==> config.mk <==
export PLATFORM = sky130hd
export DESIGN_NAME = i2c_motor_link_controller_unit
export DESIGN_NICKNAME = d
export VERILOG_FILES = /design/src/rtl/core/imlc_pkg.sv /design/src/rtl/core/imlc_csr.sv /design/src/rtl/core/imlc_seq.sv /design/src/rtl/core/imlc_rspq.sv /design/src/rtl/core/i2c_motor_link_controller_unit.sv
export SDC_FILE = /design/constraint.sdc
export NUM_CORES = 1
export LEC_CHECK = 0
export BUFFER_PORTS_ARGS = -buffer_cell sky130_fd_sc_hd__buf_2
export CORE_ASPECT_RATIO = 1.4
export CORE_MARGIN = 8
export CORE_UTILIZATION = 55
export DETAILED_ROUTE_END_ITERATION = 8
export PLACE_DENSITY = 0.78
export SLEW_MARGIN = 20
export SYNTH_ARGS = -nofsm -noshare
export SYNTH_HDL_FRONTEND = slang
export SYNTH_SLANG_ARGS = --single-unit
==> constraint.sdc <==
create_clock -name clock -period 15.9 [get_ports clock]
set_input_delay 2.385 -clock clock [delete_from_list [all_inputs] [get_ports clock]]
set_output_delay 2.385 -clock clock [all_outputs]
set_load 0.05 [all_outputs]
==> src/rtl/core/imlc_pkg.sv <==
package imlc_pkg;

   // Request kinds carried on req_type
   localparam logic [2:0] REQ_SPEED   = 3'd0;
   localparam logic [2:0] REQ_SETTING = 3'd1;
   localparam logic [2:0] REQ_ENCODER = 3'd2;
   localparam logic [2:0] REQ_PROBE   = 3'd3;
   localparam logic [2:0] REQ_STATUS  = 3'd4;
   localparam logic [2:0] REQ_TICK    = 3'd5;

   // Bus commands toward the byte engine
   localparam logic [2:0] CMD_NONE  = 3'd0;
   localparam logic [2:0] CMD_START = 3'd1;
   localparam logic [2:0] CMD_SEND  = 3'd2;
   localparam logic [2:0] CMD_RXACK = 3'd3;
   localparam logic [2:0] CMD_RXNAK = 3'd4;
   localparam logic [2:0] CMD_STOP  = 3'd5;

   // Byte-engine status codes, compared with the low three bits masked
   localparam logic [7:0] ST_START  = 8'h08;
   localparam logic [7:0] ST_SLAW   = 8'h18;
   localparam logic [7:0] ST_TXDATA = 8'h28;
   localparam logic [7:0] ST_SLAR   = 8'h40;
   localparam logic [7:0] ST_RXACK  = 8'h50;
   localparam logic [7:0] ST_RXNAK  = 8'h58;
   localparam logic [7:0] ST_MASK   = 8'hF8;

   // Register map
   localparam int unsigned     CSR_ADDR_W      = 3;
   localparam logic            CSR_IDX_DEVADDR = 1'b0;
   localparam logic            CSR_IDX_TIMEOUT = 1'b1;
   localparam logic [6:0]      DEVADDR_RESET   = 7'd0;
   localparam logic [15:0]     TIMEOUT_RESET   = 16'd1000;

   typedef struct packed {
      logic [6:0]  dev_addr;
      logic [15:0] timeout;
   } cfg_type;

   typedef struct packed {
      logic [2:0]         kind;
      logic signed [13:0] speed_value;
      logic [7:0]         setting_byte;
      logic [7:0]         bus_status;
      logic [7:0]         rx_byte;
   } req_item_type;

   typedef struct packed {
      logic [2:0]         bus_command;
      logic [7:0]         bus_byte;
      logic               done_res;
      logic               success;
      logic               device_present;
      logic signed [31:0] encoder_count;
   } rsp_item_type;

endpackage

==> src/rtl/core/imlc_csr.sv <==
module imlc_csr
   import imlc_pkg::*;
(
   input  logic                  clock,
   input  logic                  reset,
   input  logic                  psel,
   input  logic                  penable,
   input  logic                  pwrite,
   input  logic [CSR_ADDR_W-1:0] paddr,
   input  logic [31:0]           pwdata,
   output logic [31:0]           prdata,
   output logic                  pready,
   output cfg_type               cfg
);

   logic [6:0]  dev_addr_ff;
   logic [15:0] timeout_ff;
   logic        wr_en;
   logic        idx;

   assign pready = 1'b1;
   assign wr_en  = psel & penable & pwrite;
   assign idx    = paddr[2];

   always_ff @(posedge clock) begin
      if (reset) begin
         dev_addr_ff <= DEVADDR_RESET;
         timeout_ff  <= TIMEOUT_RESET;
      end else if (wr_en) begin
         unique case (idx)
            CSR_IDX_DEVADDR: dev_addr_ff <= pwdata[6:0];
            CSR_IDX_TIMEOUT: timeout_ff  <= pwdata[15:0];
            default:         dev_addr_ff <= dev_addr_ff;
         endcase
      end
   end

   always_comb begin
      unique case (idx)
         CSR_IDX_DEVADDR: prdata = {25'd0, dev_addr_ff};
         CSR_IDX_TIMEOUT: prdata = {16'd0, timeout_ff};
         default:         prdata = 32'd0;
      endcase
   end

   assign cfg = {dev_addr_ff, timeout_ff};

endmodule

==> src/rtl/core/imlc_seq.sv <==
module imlc_seq
   import imlc_pkg::*;
(
   input  logic         clock,
   input  logic         reset,
   input  cfg_type      cfg,
   input  req_item_type item,
   input  logic         fire,
   output logic         emit,
   output rsp_item_type rsp
);

   localparam logic [2:0] PH_IDLE  = 3'd0;
   localparam logic [2:0] PH_START = 3'd1;
   localparam logic [2:0] PH_ADDR  = 3'd2;
   localparam logic [2:0] PH_DATA  = 3'd3;
   localparam logic [2:0] PH_RX    = 3'd4;

   logic [2:0]  phase_ff,   phase_in;
   logic [1:0]  active_ff,  active_in;
   logic [1:0]  bidx_ff,    bidx_in;
   logic [7:0]  hi_byte_ff, hi_byte_in;
   logic [7:0]  lo_byte_ff, lo_byte_in;
   logic [31:0] enc_ff,     enc_in;
   logic [15:0] tick_ff,    tick_in;

   logic [7:0]  st;
   logic [7:0]  addr_w;
   logic        neg;
   logic [13:0] mag_raw;
   logic [11:0] mag;

   function automatic rsp_item_type make_rsp(logic [2:0] cmd, logic [7:0] byte_v,
                                             logic done, logic ok, logic present,
                                             logic [31:0] enc);
      rsp_item_type r;
      r.bus_command    = cmd;
      r.bus_byte       = byte_v;
      r.done_res       = done;
      r.success        = ok;
      r.device_present = present;
      r.encoder_count  = enc;
      return r;
   endfunction

   assign st     = item.bus_status & ST_MASK;
   assign addr_w = {cfg.dev_addr, 1'b0};

   // Saturate the speed magnitude to 12 bits
   assign neg     = item.speed_value[13];
   assign mag_raw = neg ? (14'd0 - item.speed_value) : item.speed_value;
   assign mag     = (mag_raw[13:12] != 2'b00) ? 12'hFFF : mag_raw[11:0];

   always_comb begin
      phase_in   = phase_ff;
      active_in  = active_ff;
      bidx_in    = bidx_ff;
      hi_byte_in = hi_byte_ff;
      lo_byte_in = lo_byte_ff;
      enc_in     = enc_ff;
      tick_in    = tick_ff;
      emit       = 1'b0;
      rsp        = make_rsp(CMD_NONE, 8'd0, 1'b0, 1'b0, 1'b0, 32'd0);

      case (item.kind) inside
         REQ_SPEED, REQ_SETTING, REQ_ENCODER, REQ_PROBE: begin
            if (phase_ff == PH_IDLE) begin
               active_in  = item.kind[1:0];
               bidx_in    = 2'd0;
               tick_in    = 16'd0;
               enc_in     = 32'd0;
               hi_byte_in = 8'd0;
               lo_byte_in = 8'd0;
               if (item.kind == REQ_SPEED) begin
                  hi_byte_in = {2'b00, neg, mag[11:7]};
                  lo_byte_in = {1'b1, mag[6:0]};
               end else if (item.kind == REQ_SETTING) begin
                  lo_byte_in = item.setting_byte;
               end
               phase_in = PH_START;
               emit     = 1'b1;
               rsp      = make_rsp(CMD_START, 8'd0, 1'b0, 1'b0, 1'b0, 32'd0);
            end
         end
         REQ_STATUS: begin
            if (phase_ff != PH_IDLE) begin
               emit = 1'b1;
               // Default outcome is a failed stop; good statuses override below
               rsp      = make_rsp(CMD_STOP, 8'd0, 1'b1, 1'b0, 1'b0, 32'd0);
               phase_in = PH_IDLE;
               bidx_in  = 2'd0;
               tick_in  = 16'd0;
               unique case (phase_ff)
                  PH_START: begin
                     if (st == ST_START) begin
                        phase_in = PH_ADDR;
                        bidx_in  = bidx_ff;
                        rsp      = make_rsp(CMD_SEND,
                                            addr_w | {7'd0, active_ff == REQ_ENCODER[1:0]},
                                            1'b0, 1'b0, 1'b0, 32'd0);
                     end
                  end
                  PH_ADDR: begin
                     if (active_ff == REQ_PROBE[1:0]) begin
                        if (st == ST_SLAW)
                           rsp = make_rsp(CMD_STOP, 8'd0, 1'b1, 1'b1, 1'b1, 32'd0);
                     end else if (st == ST_SLAW || st == ST_SLAR) begin
                        tick_in = tick_ff;
                        if (active_ff == REQ_ENCODER[1:0]) begin
                           phase_in = PH_RX;
                           enc_in   = 32'd0;
                           rsp      = make_rsp(CMD_RXACK, 8'd0, 1'b0, 1'b0, 1'b0, 32'd0);
                        end else begin
                           phase_in = PH_DATA;
                           rsp      = make_rsp(CMD_SEND,
                                               (active_ff == REQ_SPEED[1:0]) ? hi_byte_ff
                                                                             : lo_byte_ff,
                                               1'b0, 1'b0, 1'b0, 32'd0);
                        end
                     end
                  end
                  PH_DATA: begin
                     if (st == ST_TXDATA) begin
                        if (active_ff == REQ_SPEED[1:0] && bidx_ff == 2'd0) begin
                           phase_in = PH_DATA;
                           bidx_in  = 2'd1;
                           tick_in  = tick_ff;
                           rsp      = make_rsp(CMD_SEND, lo_byte_ff, 1'b0, 1'b0, 1'b0, 32'd0);
                        end else begin
                           rsp = make_rsp(CMD_STOP, 8'd0, 1'b1, 1'b1, 1'b0, 32'd0);
                        end
                     end
                  end
                  PH_RX: begin
                     if (bidx_ff != 2'd3) begin
                        if (st == ST_RXACK) begin
                           // Shift in big-endian: first byte ends up on top
                           enc_in   = {enc_ff[23:0], item.rx_byte};
                           phase_in = PH_RX;
                           bidx_in  = bidx_ff + 2'd1;
                           tick_in  = tick_ff;
                           rsp      = make_rsp((bidx_ff == 2'd2) ? CMD_RXNAK : CMD_RXACK,
                                               8'd0, 1'b0, 1'b0, 1'b0, 32'd0);
                        end
                     end else if (st == ST_RXNAK) begin
                        enc_in = {enc_ff[23:0], item.rx_byte};
                        rsp    = make_rsp(CMD_STOP, 8'd0, 1'b1, 1'b1, 1'b0,
                                          {enc_ff[23:0], item.rx_byte});
                     end
                  end
                  default: begin
                     emit     = 1'b0;
                     phase_in = phase_ff;
                  end
               endcase
            end
         end
         REQ_TICK: begin
            if (phase_ff == PH_ADDR && active_ff == REQ_PROBE[1:0]) begin
               if (tick_ff >= cfg.timeout) begin
                  emit     = 1'b1;
                  rsp      = make_rsp(CMD_STOP, 8'd0, 1'b1, 1'b0, 1'b0, 32'd0);
                  phase_in = PH_IDLE;
                  bidx_in  = 2'd0;
                  tick_in  = 16'd0;
               end else begin
                  tick_in = tick_ff + 16'd1;
               end
            end
         end
         default: begin
            emit = 1'b0;
         end
      endcase
   end

   always_ff @(posedge clock) begin
      if (reset) begin
         phase_ff   <= PH_IDLE;
         active_ff  <= 2'd0;
         bidx_ff    <= 2'd0;
         hi_byte_ff <= 8'd0;
         lo_byte_ff <= 8'd0;
         enc_ff     <= 32'd0;
         tick_ff    <= 16'd0;
      end else if (fire) begin
         phase_ff   <= phase_in;
         active_ff  <= active_in;
         bidx_ff    <= bidx_in;
         hi_byte_ff <= hi_byte_in;
         lo_byte_ff <= lo_byte_in;
         enc_ff     <= enc_in;
         tick_ff    <= tick_in;
      end
   end

endmodule

==> src/rtl/core/imlc_rspq.sv <==
module imlc_rspq
   import imlc_pkg::*;
(
   input  logic         clock,
   input  logic         reset,
   input  logic         push,
   input  rsp_item_type push_data,
   output logic         full,
   output logic         rsp_valid,
   input  logic         rsp_stall,
   output rsp_item_type head
);

   logic         head_vld_ff, head_vld_in;
   logic         skid_vld_ff, skid_vld_in;
   rsp_item_type head_ff,     head_in;
   rsp_item_type skid_ff,     skid_in;
   logic         pop;

   assign pop       = head_vld_ff & ~rsp_stall;
   assign full      = skid_vld_ff;
   assign rsp_valid = head_vld_ff;
   assign head      = head_ff;

   always_comb begin
      head_vld_in = head_vld_ff;
      skid_vld_in = skid_vld_ff;
      head_in     = head_ff;
      skid_in     = skid_ff;
      if (pop) begin
         if (skid_vld_ff) begin
            // Advance the skid beat into the head
            head_in = skid_ff;
            if (push) begin
               skid_in = push_data;
            end else begin
               skid_vld_in = 1'b0;
            end
         end else if (push) begin
            head_in = push_data;
         end else begin
            head_vld_in = 1'b0;
         end
      end else if (push) begin
         if (!head_vld_ff) begin
            head_in     = push_data;
            head_vld_in = 1'b1;
         end else begin
            skid_in     = push_data;
            skid_vld_in = 1'b1;
         end
      end
   end

   always_ff @(posedge clock) begin
      if (reset) begin
         head_vld_ff <= 1'b0;
         skid_vld_ff <= 1'b0;
      end else begin
         head_vld_ff <= head_vld_in;
         skid_vld_ff <= skid_vld_in;
      end
   end

   always_ff @(posedge clock) begin
      head_ff <= head_in;
      skid_ff <= skid_in;
   end

endmodule

==> src/rtl/core/i2c_motor_link_controller_unit.sv <==
// I2C master transaction sequencer for a motor driver link. Each beat on the
// req_ channel is one event: a new request (speed, setting byte, encoder read,
// presence probe), a byte-engine status report, or a microsecond tick. The
// block answers each event with at most one rsp_ beat carrying the next bus
// command (start, send byte, receive ACK/NACK, stop) and, on the final stop,
// done/success, the probe result and the assembled encoder value. Statuses are
// compared with their low three bits masked. Requests while a transaction is
// running, statuses while idle, stray ticks and unused codes give no beat.
// Speeds saturate to +/-4095 and go out as a sign-plus-5-bit byte and a
// flagged 7-bit byte; the probe gives up on the tick after probe_timeout_ticks
// have counted. Timing: an accepted beat is registered, decided combinationally
// and lands in a two-entry output buffer (head plus skid), so a result passes
// the input register and then the output buffer before it shows on rsp_;
// one event is taken every cycle while req_stall is low.
// req_stall rises only when the skid is full and the waiting event would
// produce a beat. Registers: device_address at 0x0, probe_timeout_ticks at
// 0x4; write them only while no transaction is running.
module i2c_motor_link_controller_unit
   import imlc_pkg::*;
(
   input  logic                  clock,
   input  logic                  reset,
   // event channel
   input  logic                  req_valid,
   output logic                  req_stall,
   input  logic [2:0]            req_type,
   input  logic signed [13:0]    req_speed_value,
   input  logic [7:0]            req_setting_byte,
   input  logic [7:0]            req_bus_status,
   input  logic [7:0]            req_rx_byte,
   // result channel
   output logic                  rsp_valid,
   input  logic                  rsp_stall,
   output logic [2:0]            rsp_bus_command,
   output logic [7:0]            rsp_bus_byte,
   output logic                  rsp_done_res,
   output logic                  rsp_success,
   output logic                  rsp_device_present,
   output logic signed [31:0]    rsp_encoder_count,
   // register port
   input  logic                  psel,
   input  logic                  penable,
   input  logic                  pwrite,
   input  logic [CSR_ADDR_W-1:0] paddr,
   input  logic [31:0]           pwdata,
   output logic [31:0]           prdata,
   output logic                  pready
);

   cfg_type      cfg;
   req_item_type in_item_ff, in_item_in;
   logic         in_vld_ff,  in_vld_in;
   logic         emit;
   logic         go;
   logic         fire;
   logic         full;
   rsp_item_type seq_rsp;
   rsp_item_type head;

   imlc_csr u_csr (
      .clock   (clock),
      .reset   (reset),
      .psel    (psel),
      .penable (penable),
      .pwrite  (pwrite),
      .paddr   (paddr),
      .pwdata  (pwdata),
      .prdata  (prdata),
      .pready  (pready),
      .cfg     (cfg)
   );

   // The held event moves on unless it would emit a beat into a full buffer
   assign go        = ~emit | ~full;
   assign fire      = in_vld_ff & go;
   assign req_stall = in_vld_ff & ~go;

   always_comb begin
      in_item_in.kind         = req_type;
      in_item_in.speed_value  = req_speed_value;
      in_item_in.setting_byte = req_setting_byte;
      in_item_in.bus_status   = req_bus_status;
      in_item_in.rx_byte      = req_rx_byte;
      // Hold the register while stalled, else load the next beat (or go empty)
      in_vld_in = req_stall ? in_vld_ff : req_valid;
   end

   always_ff @(posedge clock) begin
      if (reset) begin
         in_vld_ff <= 1'b0;
      end else begin
         in_vld_ff <= in_vld_in;
      end
   end

   always_ff @(posedge clock) begin
      if (!req_stall && req_valid) begin
         in_item_ff <= in_item_in;
      end
   end

   imlc_seq u_seq (
      .clock (clock),
      .reset (reset),
      .cfg   (cfg),
      .item  (in_item_ff),
      .fire  (fire),
      .emit  (emit),
      .rsp   (seq_rsp)
   );

   imlc_rspq u_rspq (
      .clock     (clock),
      .reset     (reset),
      .push      (fire & emit),
      .push_data (seq_rsp),
      .full      (full),
      .rsp_valid (rsp_valid),
      .rsp_stall (rsp_stall),
      .head      (head)
   );

   assign rsp_bus_command    = head.bus_command;
   assign rsp_bus_byte       = head.bus_byte;
   assign rsp_done_res       = head.done_res;
   assign rsp_success        = head.success;
   assign rsp_device_present = head.device_present;
   assign rsp_encoder_count  = head.encoder_count;

endmodule

* After elaboration in Yosys (flattened, before gate mapping)
Index checks and enable logic that the tools add are counted.
** Operators by class
- $add $sub $neg :: 3
- $lt $le $gt $ge :: 1
- Equality and inequality tests :: 36
- Muxes and demuxes :: 106
- Bitwise operators :: 13
- Reduce and logical (&&, ||, !) cells :: 33
** Operator list (count)
- $mux 46 :: 22
- $mux 24 :: 10
- $mux 16 :: 13
- $pmux 46 s4 :: 1
- $mux 44 :: 2
- $mux 34 :: 2
- $pmux 32 s2 :: 1
- $pmux 16 s3 :: 1
- $pmux 24 s2 :: 1
- $mux 3 :: 14
- $mux 2 :: 13
- $mux 8 :: 3
- $mux 1 :: 18
- $add 16x1->16 const B :: 1
- $ge 16x16->1 :: 1
- $eq 5x4->1 const B :: 3
- $ne 5x5->1 const B :: 3
- $reduce_bool 3->1 :: 5
- $mux 14 :: 1
- $reduce_and 7->1 :: 2
- $sub 1x14->14 const A :: 1
- $eq 3x2->1 const B :: 4
- $mux 12 :: 1
- $pmux 3 s4 :: 1
- other kinds (32) :: 68
** Storage, ports and cells
- Flip-flop bits (word level) :: 222
- Bits of input ports :: 83
- Output and inout bits :: 81
- Word-level logic and storage cells :: 221

* Depth between registers and ports, before layout
- Depth after elaboration :: 13
- Gate-level depth with buffers :: 11
- Mapped depth without buffers :: 9

* Hierarchy
Synthesis repeated with hierarchy kept, for this count alone.
** Unflattened totals
- Cell total of the unflattened synthesis :: 943
- Area, all modules :: 10583.9 sq um
** By module, submodules not included
- imlc_seq :: instances 1, cells each 599, area an instance 4329.2 sq um, sequential area each 1221.2 sq um
- imlc_rspq :: instances 1, cells each 159, area an instance 3659.8 sq um, sequential area each 2802.7 sq um
- imlc_csr :: instances 1, cells each 135, area an instance 1298.7 sq um, sequential area each 460.4 sq um
- i2c_motor_link_controller_unit :: instances 1, cells each 50, area an instance 1296.2 sq um, sequential area each 1251.2 sq um

* Least setup slack after synthesis
OpenSTA, ideal clock, no wires.
- Path kind :: input -> register
- From :: input port rsp_stall
- To :: register u_rspq.skid_ff[0] in the netlist's numbering (enable)
- Library setup time :: 506 ps
- Data arrival time :: 5652 ps
- Setup slack :: 9742 ps
- Cell stages on the path :: 2
- Path buffers :: 0
- Cell sequence :: nand2_1 nor3_1
** Between the ends
- Longest elaborated chain between the ends :: 4
- Elaborated cells on any way between the ends :: 6
** RTL lines
- start: declaration :: line i2c_motor_link_controller_unit.sv:33 : input logic rsp_stall,
- $not 1->1 (*) :: line imlc_rspq.sv:20 : assign pop = head_vld_ff & ~rsp_stall;
- $and 1x1->1 (*) :: line imlc_rspq.sv:20
- $ne 2x1->1 (no line) / $reduce_bool 2->1 (equally long branches)
- $reduce_and 4->1 (no line) (*)
- end signal: assignment :: line imlc_rspq.sv:67 : skid_ff <= skid_in;
- end: declaration :: line imlc_rspq.sv:17 : rsp_item_type skid_ff, skid_in;
Mark *: on every way between the ends. The rest lies on a longest branch, timed or not.
A chain may end at the register's enable or synchronous reset.

* Worst setup path after layout
- From :: register in_item_ff[40] in the netlist's numbering
- To :: output port req_stall
** Between the ends
- Longest elaborated chain between the ends :: 8
- Elaborated cells on any way between the ends :: 14
** RTL lines
- start: declaration :: line i2c_motor_link_controller_unit.sv:51 : req_item_type in_item_ff, in_item_in;
- start signal: assignment :: line i2c_motor_link_controller_unit.sv:98 : in_item_ff <= in_item_in;
- $eq 3x3->1 (no line)
- $mux 1 (2 in series) :: line imlc_seq.sv:65 : case (item.kind) inside
- $mux 1 (*) :: line imlc_seq.sv:65
- $not 1->1 (*) :: line i2c_motor_link_controller_unit.sv:74 : assign go = ~emit | ~full;
- $or 1x1->1 (*) :: line i2c_motor_link_controller_unit.sv:74
- $not 1->1 (*) :: line i2c_motor_link_controller_unit.sv:76 : assign req_stall = in_vld_ff & ~go;
- $and 1x1->1 (*) :: line i2c_motor_link_controller_unit.sv:76
- end: declaration :: line i2c_motor_link_controller_unit.sv:25 : output logic req_stall,
Marked as above.

==> impl_metrics.ini <==
[logic_synthesis]
avgSynthCellArea_um2 = 10.8
syn_inst = 923
synth-async-reset-ratio_pct = 0
synth-seq-area-share_pct = 56.7
ys.flop_type = edfxtp_1
synth_top_area_share_pct = 39.2
yosys-top-cells-area = edfxtp_1 39%, dfxtp_1 17%, mux2_2 5.7%
syn_area_mm2 = 0.00996
ys_seq_elements = 217
ys_warn_count = 0
ys_types = 60
synth-edff-count = 130
synth_top_area_cell = edfxtp_1

[floorplanning]
die_x_um = 130
std_cell_rows = 58
fp.coreArea_mm2 = 0.0179
initial_core_util_pct = 55.8
io_pins = 164
die-area_mm2 = 0.0227
die_y_um = 175

[cells_and_area]
antenna_cells = 0
finalNetCount = 1125
postLayoutCellArea_mm2 = 0.0113
drive_gt1_share_pct = 22.7
final_cells = 1275
area_delta_synth_final_pct = 13.5

[power_and_ir_drop]
total_power_mw = 1.13
internal-power_uw = 870
combPwrFrac_pct = 6.8
p_leak_nw = 4.15
p_seq_share_pct = 54.4
switching_share_pct = 23.2
pwr-share-clk_pct = 38.8
p_sw_uw = 263
ir_drop_mv = 0.0999
power_density_mw_per_mm2 = 100

[setup_path]
worstSetupEndpoint = req_stall
crit_fanout = 57
cp-startpoint = in_item_ff[40]
arrival_ns = 3.83
end_kind = primary output
rr_worst_depth = 8
start_kind = register
crit_type = register to primary output
r2r_setup_slack_ns = 12.09
required_ns = 13.52
r2r_end = u_rspq.head[22]
reg2reg_from = in_item_ff[40]

[placed_design]
globalplace.congestion = 0.911
portBuffers = 125
dpl-instance-area_mm2 = 0.0107
dp_hpwl_um = 15700
dp_cells = 1237

[clock_network]
clk_latency_ns = 0.49
htreeDepth = 1
path_clk_slew_ns = 0.06
cts_made_buffers = 21
cts_setup_buffers = 0
postCtsHoldBufs = 0
post_cts_resized = 0
cts_tree = done
clockRootBuffer = clkbuf_16
cts.path.max_buffers = 3
cts_sinks = 217

[min_path]
hp-class = register to register

[drt]
viasPerCell = 5.71
drt_iter0_drc = 491
wire_per_inst_um = 17.5
drc = 0
routed_wl_um = 22300
ant_nets = 0
vias = 7283
drtPass1Iterations = 5

[global_routing]
grt_first_pass_wirelength_um = 35300
grt_max_degree = 66
grt_util_all_layers_pct = 19.2
overflow = 0
antenna_found_initial = 1
grt_pass1_vias = 7019

[sta]
worst_slew_pin_slew_ns = 0.953
finalClockSkew_ns = 0.00946
fmax_mhz = 161
maxSlewViolCount = 0
rsz0062_at_grt = false
hold_violations = 0
period_minus_slack_ns = 6.22
max-slew-margin-rel_pct = 36.3
setup_viol = 0
final.period_utilization_pct = 39.1
final.setup.tns_ns = 0

[job]
cap_viol_max_count = 0

[status]
status = complete, no violations
-- logic make-up after synthesis --
| logic type | synth area share, % |
|---|---|
| AO/OA/AOI/OAI | 13.5 |
| buffers and inverters | 4.84 |
| XOR/XNOR | 0.879 |
| adder cells (fa/ha/maj) | 2.64 |
| multiplexers | 5.95 |
| other | 0.0754 |
| flip-flops | 56.7 |
| AND/OR/NAND/NOR | 15.4 |
-- sequential cells by signal, indices dropped and copies added, names as in the netlist --
signal / flops
u_rspq.head: 46
u_rspq.skid_ff: 46
in_item_ff: 38
u_seq.enc_ff: 24
u_csr.timeout_ff: 16
u_seq.tick_ff: 16
u_seq.lo_byte_ff: 8
u_csr.dev_addr_ff: 7
u_seq.hi_byte_ff: 6
u_seq.phase_ff: 3
u_seq.active_ff: 2
u_seq.bidx_ff: 2
in_vld_ff: 1
u_rspq.full: 1
u_rspq.rsp_valid: 1
-- cells in the mapped netlist, drive strengths merged (5+ instances only) --
cell type	number
o31ai	9
mux2	50
nand4	32
and3	34
edfxtp	130
or4	10
clkbuf	44
a21oi	94
a31oi	6
o211ai	7
buf	30
nand2b	5
or3	17
inv	30
xnor2	6
a22oi	10
ha	21
nor2	59
or2	5
a211oi	15
dfxtp	87
nor3	15
nand3	16
o21ai	55
nand2	77
or3b	6
-- power groups by stage --
stage | Combinational (mW) | Sequential, mW | Clock [mW]
global placement | 0.0754 | 0.627 | 0
finish | 0.0774 | 0.616 | 0.440
detailed placement | 0.0765 | 0.628 | 0
CTS | 0.0766 | 0.616 | 0.448
floorplan | 0.0486 | 0.636 | 0
global route | 0.0829 | 0.617 | 0.472
-- worst min path at each step --
stage | start | end | slack [ns] | cells past startpoint
floorplan | u_seq.hi_byte_ff[5] | u_seq.hi_byte_ff[5] | 0.43 | 2
CTS | u_csr.timeout_ff[14] | u_csr.timeout_ff[14] | 0.46 | 2
global placement | u_seq.hi_byte_ff[5] | u_seq.hi_byte_ff[5] | 0.44 | 2
global route | u_csr.timeout_ff[12] | u_csr.timeout_ff[12] | 0.48 | 2
finish | u_csr.timeout_ff[15] | u_csr.timeout_ff[15] | 0.46 | 2
detailed placement | u_csr.timeout_ff[14] | u_csr.timeout_ff[14] | 0.45 | 2
-- through the flow --
stage / setup slack (ns) / hold slack, ns / utilization [%]
after global routing: 9.48 / 0.476 / 63.3
after floorplan: 9.74 / 0.432 / -
after CTS: 9.70 / 0.460 / 63.1
final: 9.68 / 0.461 / 63.3
after global placement: 10.24 / 0.441 / 59.8
after detailed placement: 10.23 / 0.452 / 59.8
-- cell usage in the layout (no fill, tap or decap), types with 8 or more instances in the layout --
cell,synthesis,final
a211oi_1,15,15
a21oi_1,93,92
a22oi_1,10,10
and3_1,34,34
buf_2,7,125
buf_4,18,8
clkbuf_16,0,21
conb_1,2,17
dfxtp_1,87,87
edfxtp_1,130,130
ha_1,21,21
inv_1,30,30
mux2_2,50,50
nand2_1,77,77
nand3_1,16,16
nand4_1,32,32
nor2_1,59,58
nor3_1,13,10
o21ai_0,54,54
o31ai_1,9,9
or3_1,17,17
or4_1,10,10
-- worst max-delay path, stage by stage, from the launching register on --
cell	delay [ns]
edfxtp_1	0.69
or3b_2	0.58
nor2_1	0.19
nand2_1	0.35
nand2_1	0.31
o221a_4	0.60
and2_1	0.30
buf_2	0.32
-- routing by layer --
layer | GRT usage (%) | up-vias | part of all wire, %
met4 | 6.56 | 2 | 2.8
met3 | 3.20 | 44 | 5.2
met5 | 0 | - | 0.058
li1 | - | 3584 | -
met2 | 34.6 | 197 | 52
met1 | 22.2 | 3456 | 40
-- area by class of cell --
| class | instances | area, um2 |
|---|---|---|
| clock inverters | 11 | 52.6 |
| well taps | 240 | 300 |
| flip-flops and latches | 217 | 5650 |
| repair buffers | 134 | 713 |
| fillers | 1487 | 6550 |
| inverters | 30 | 113 |
| clock buffers | 26 | 544 |
| multi-input cells | 617 | 3940 |
(Power assumes the default switching activity.)
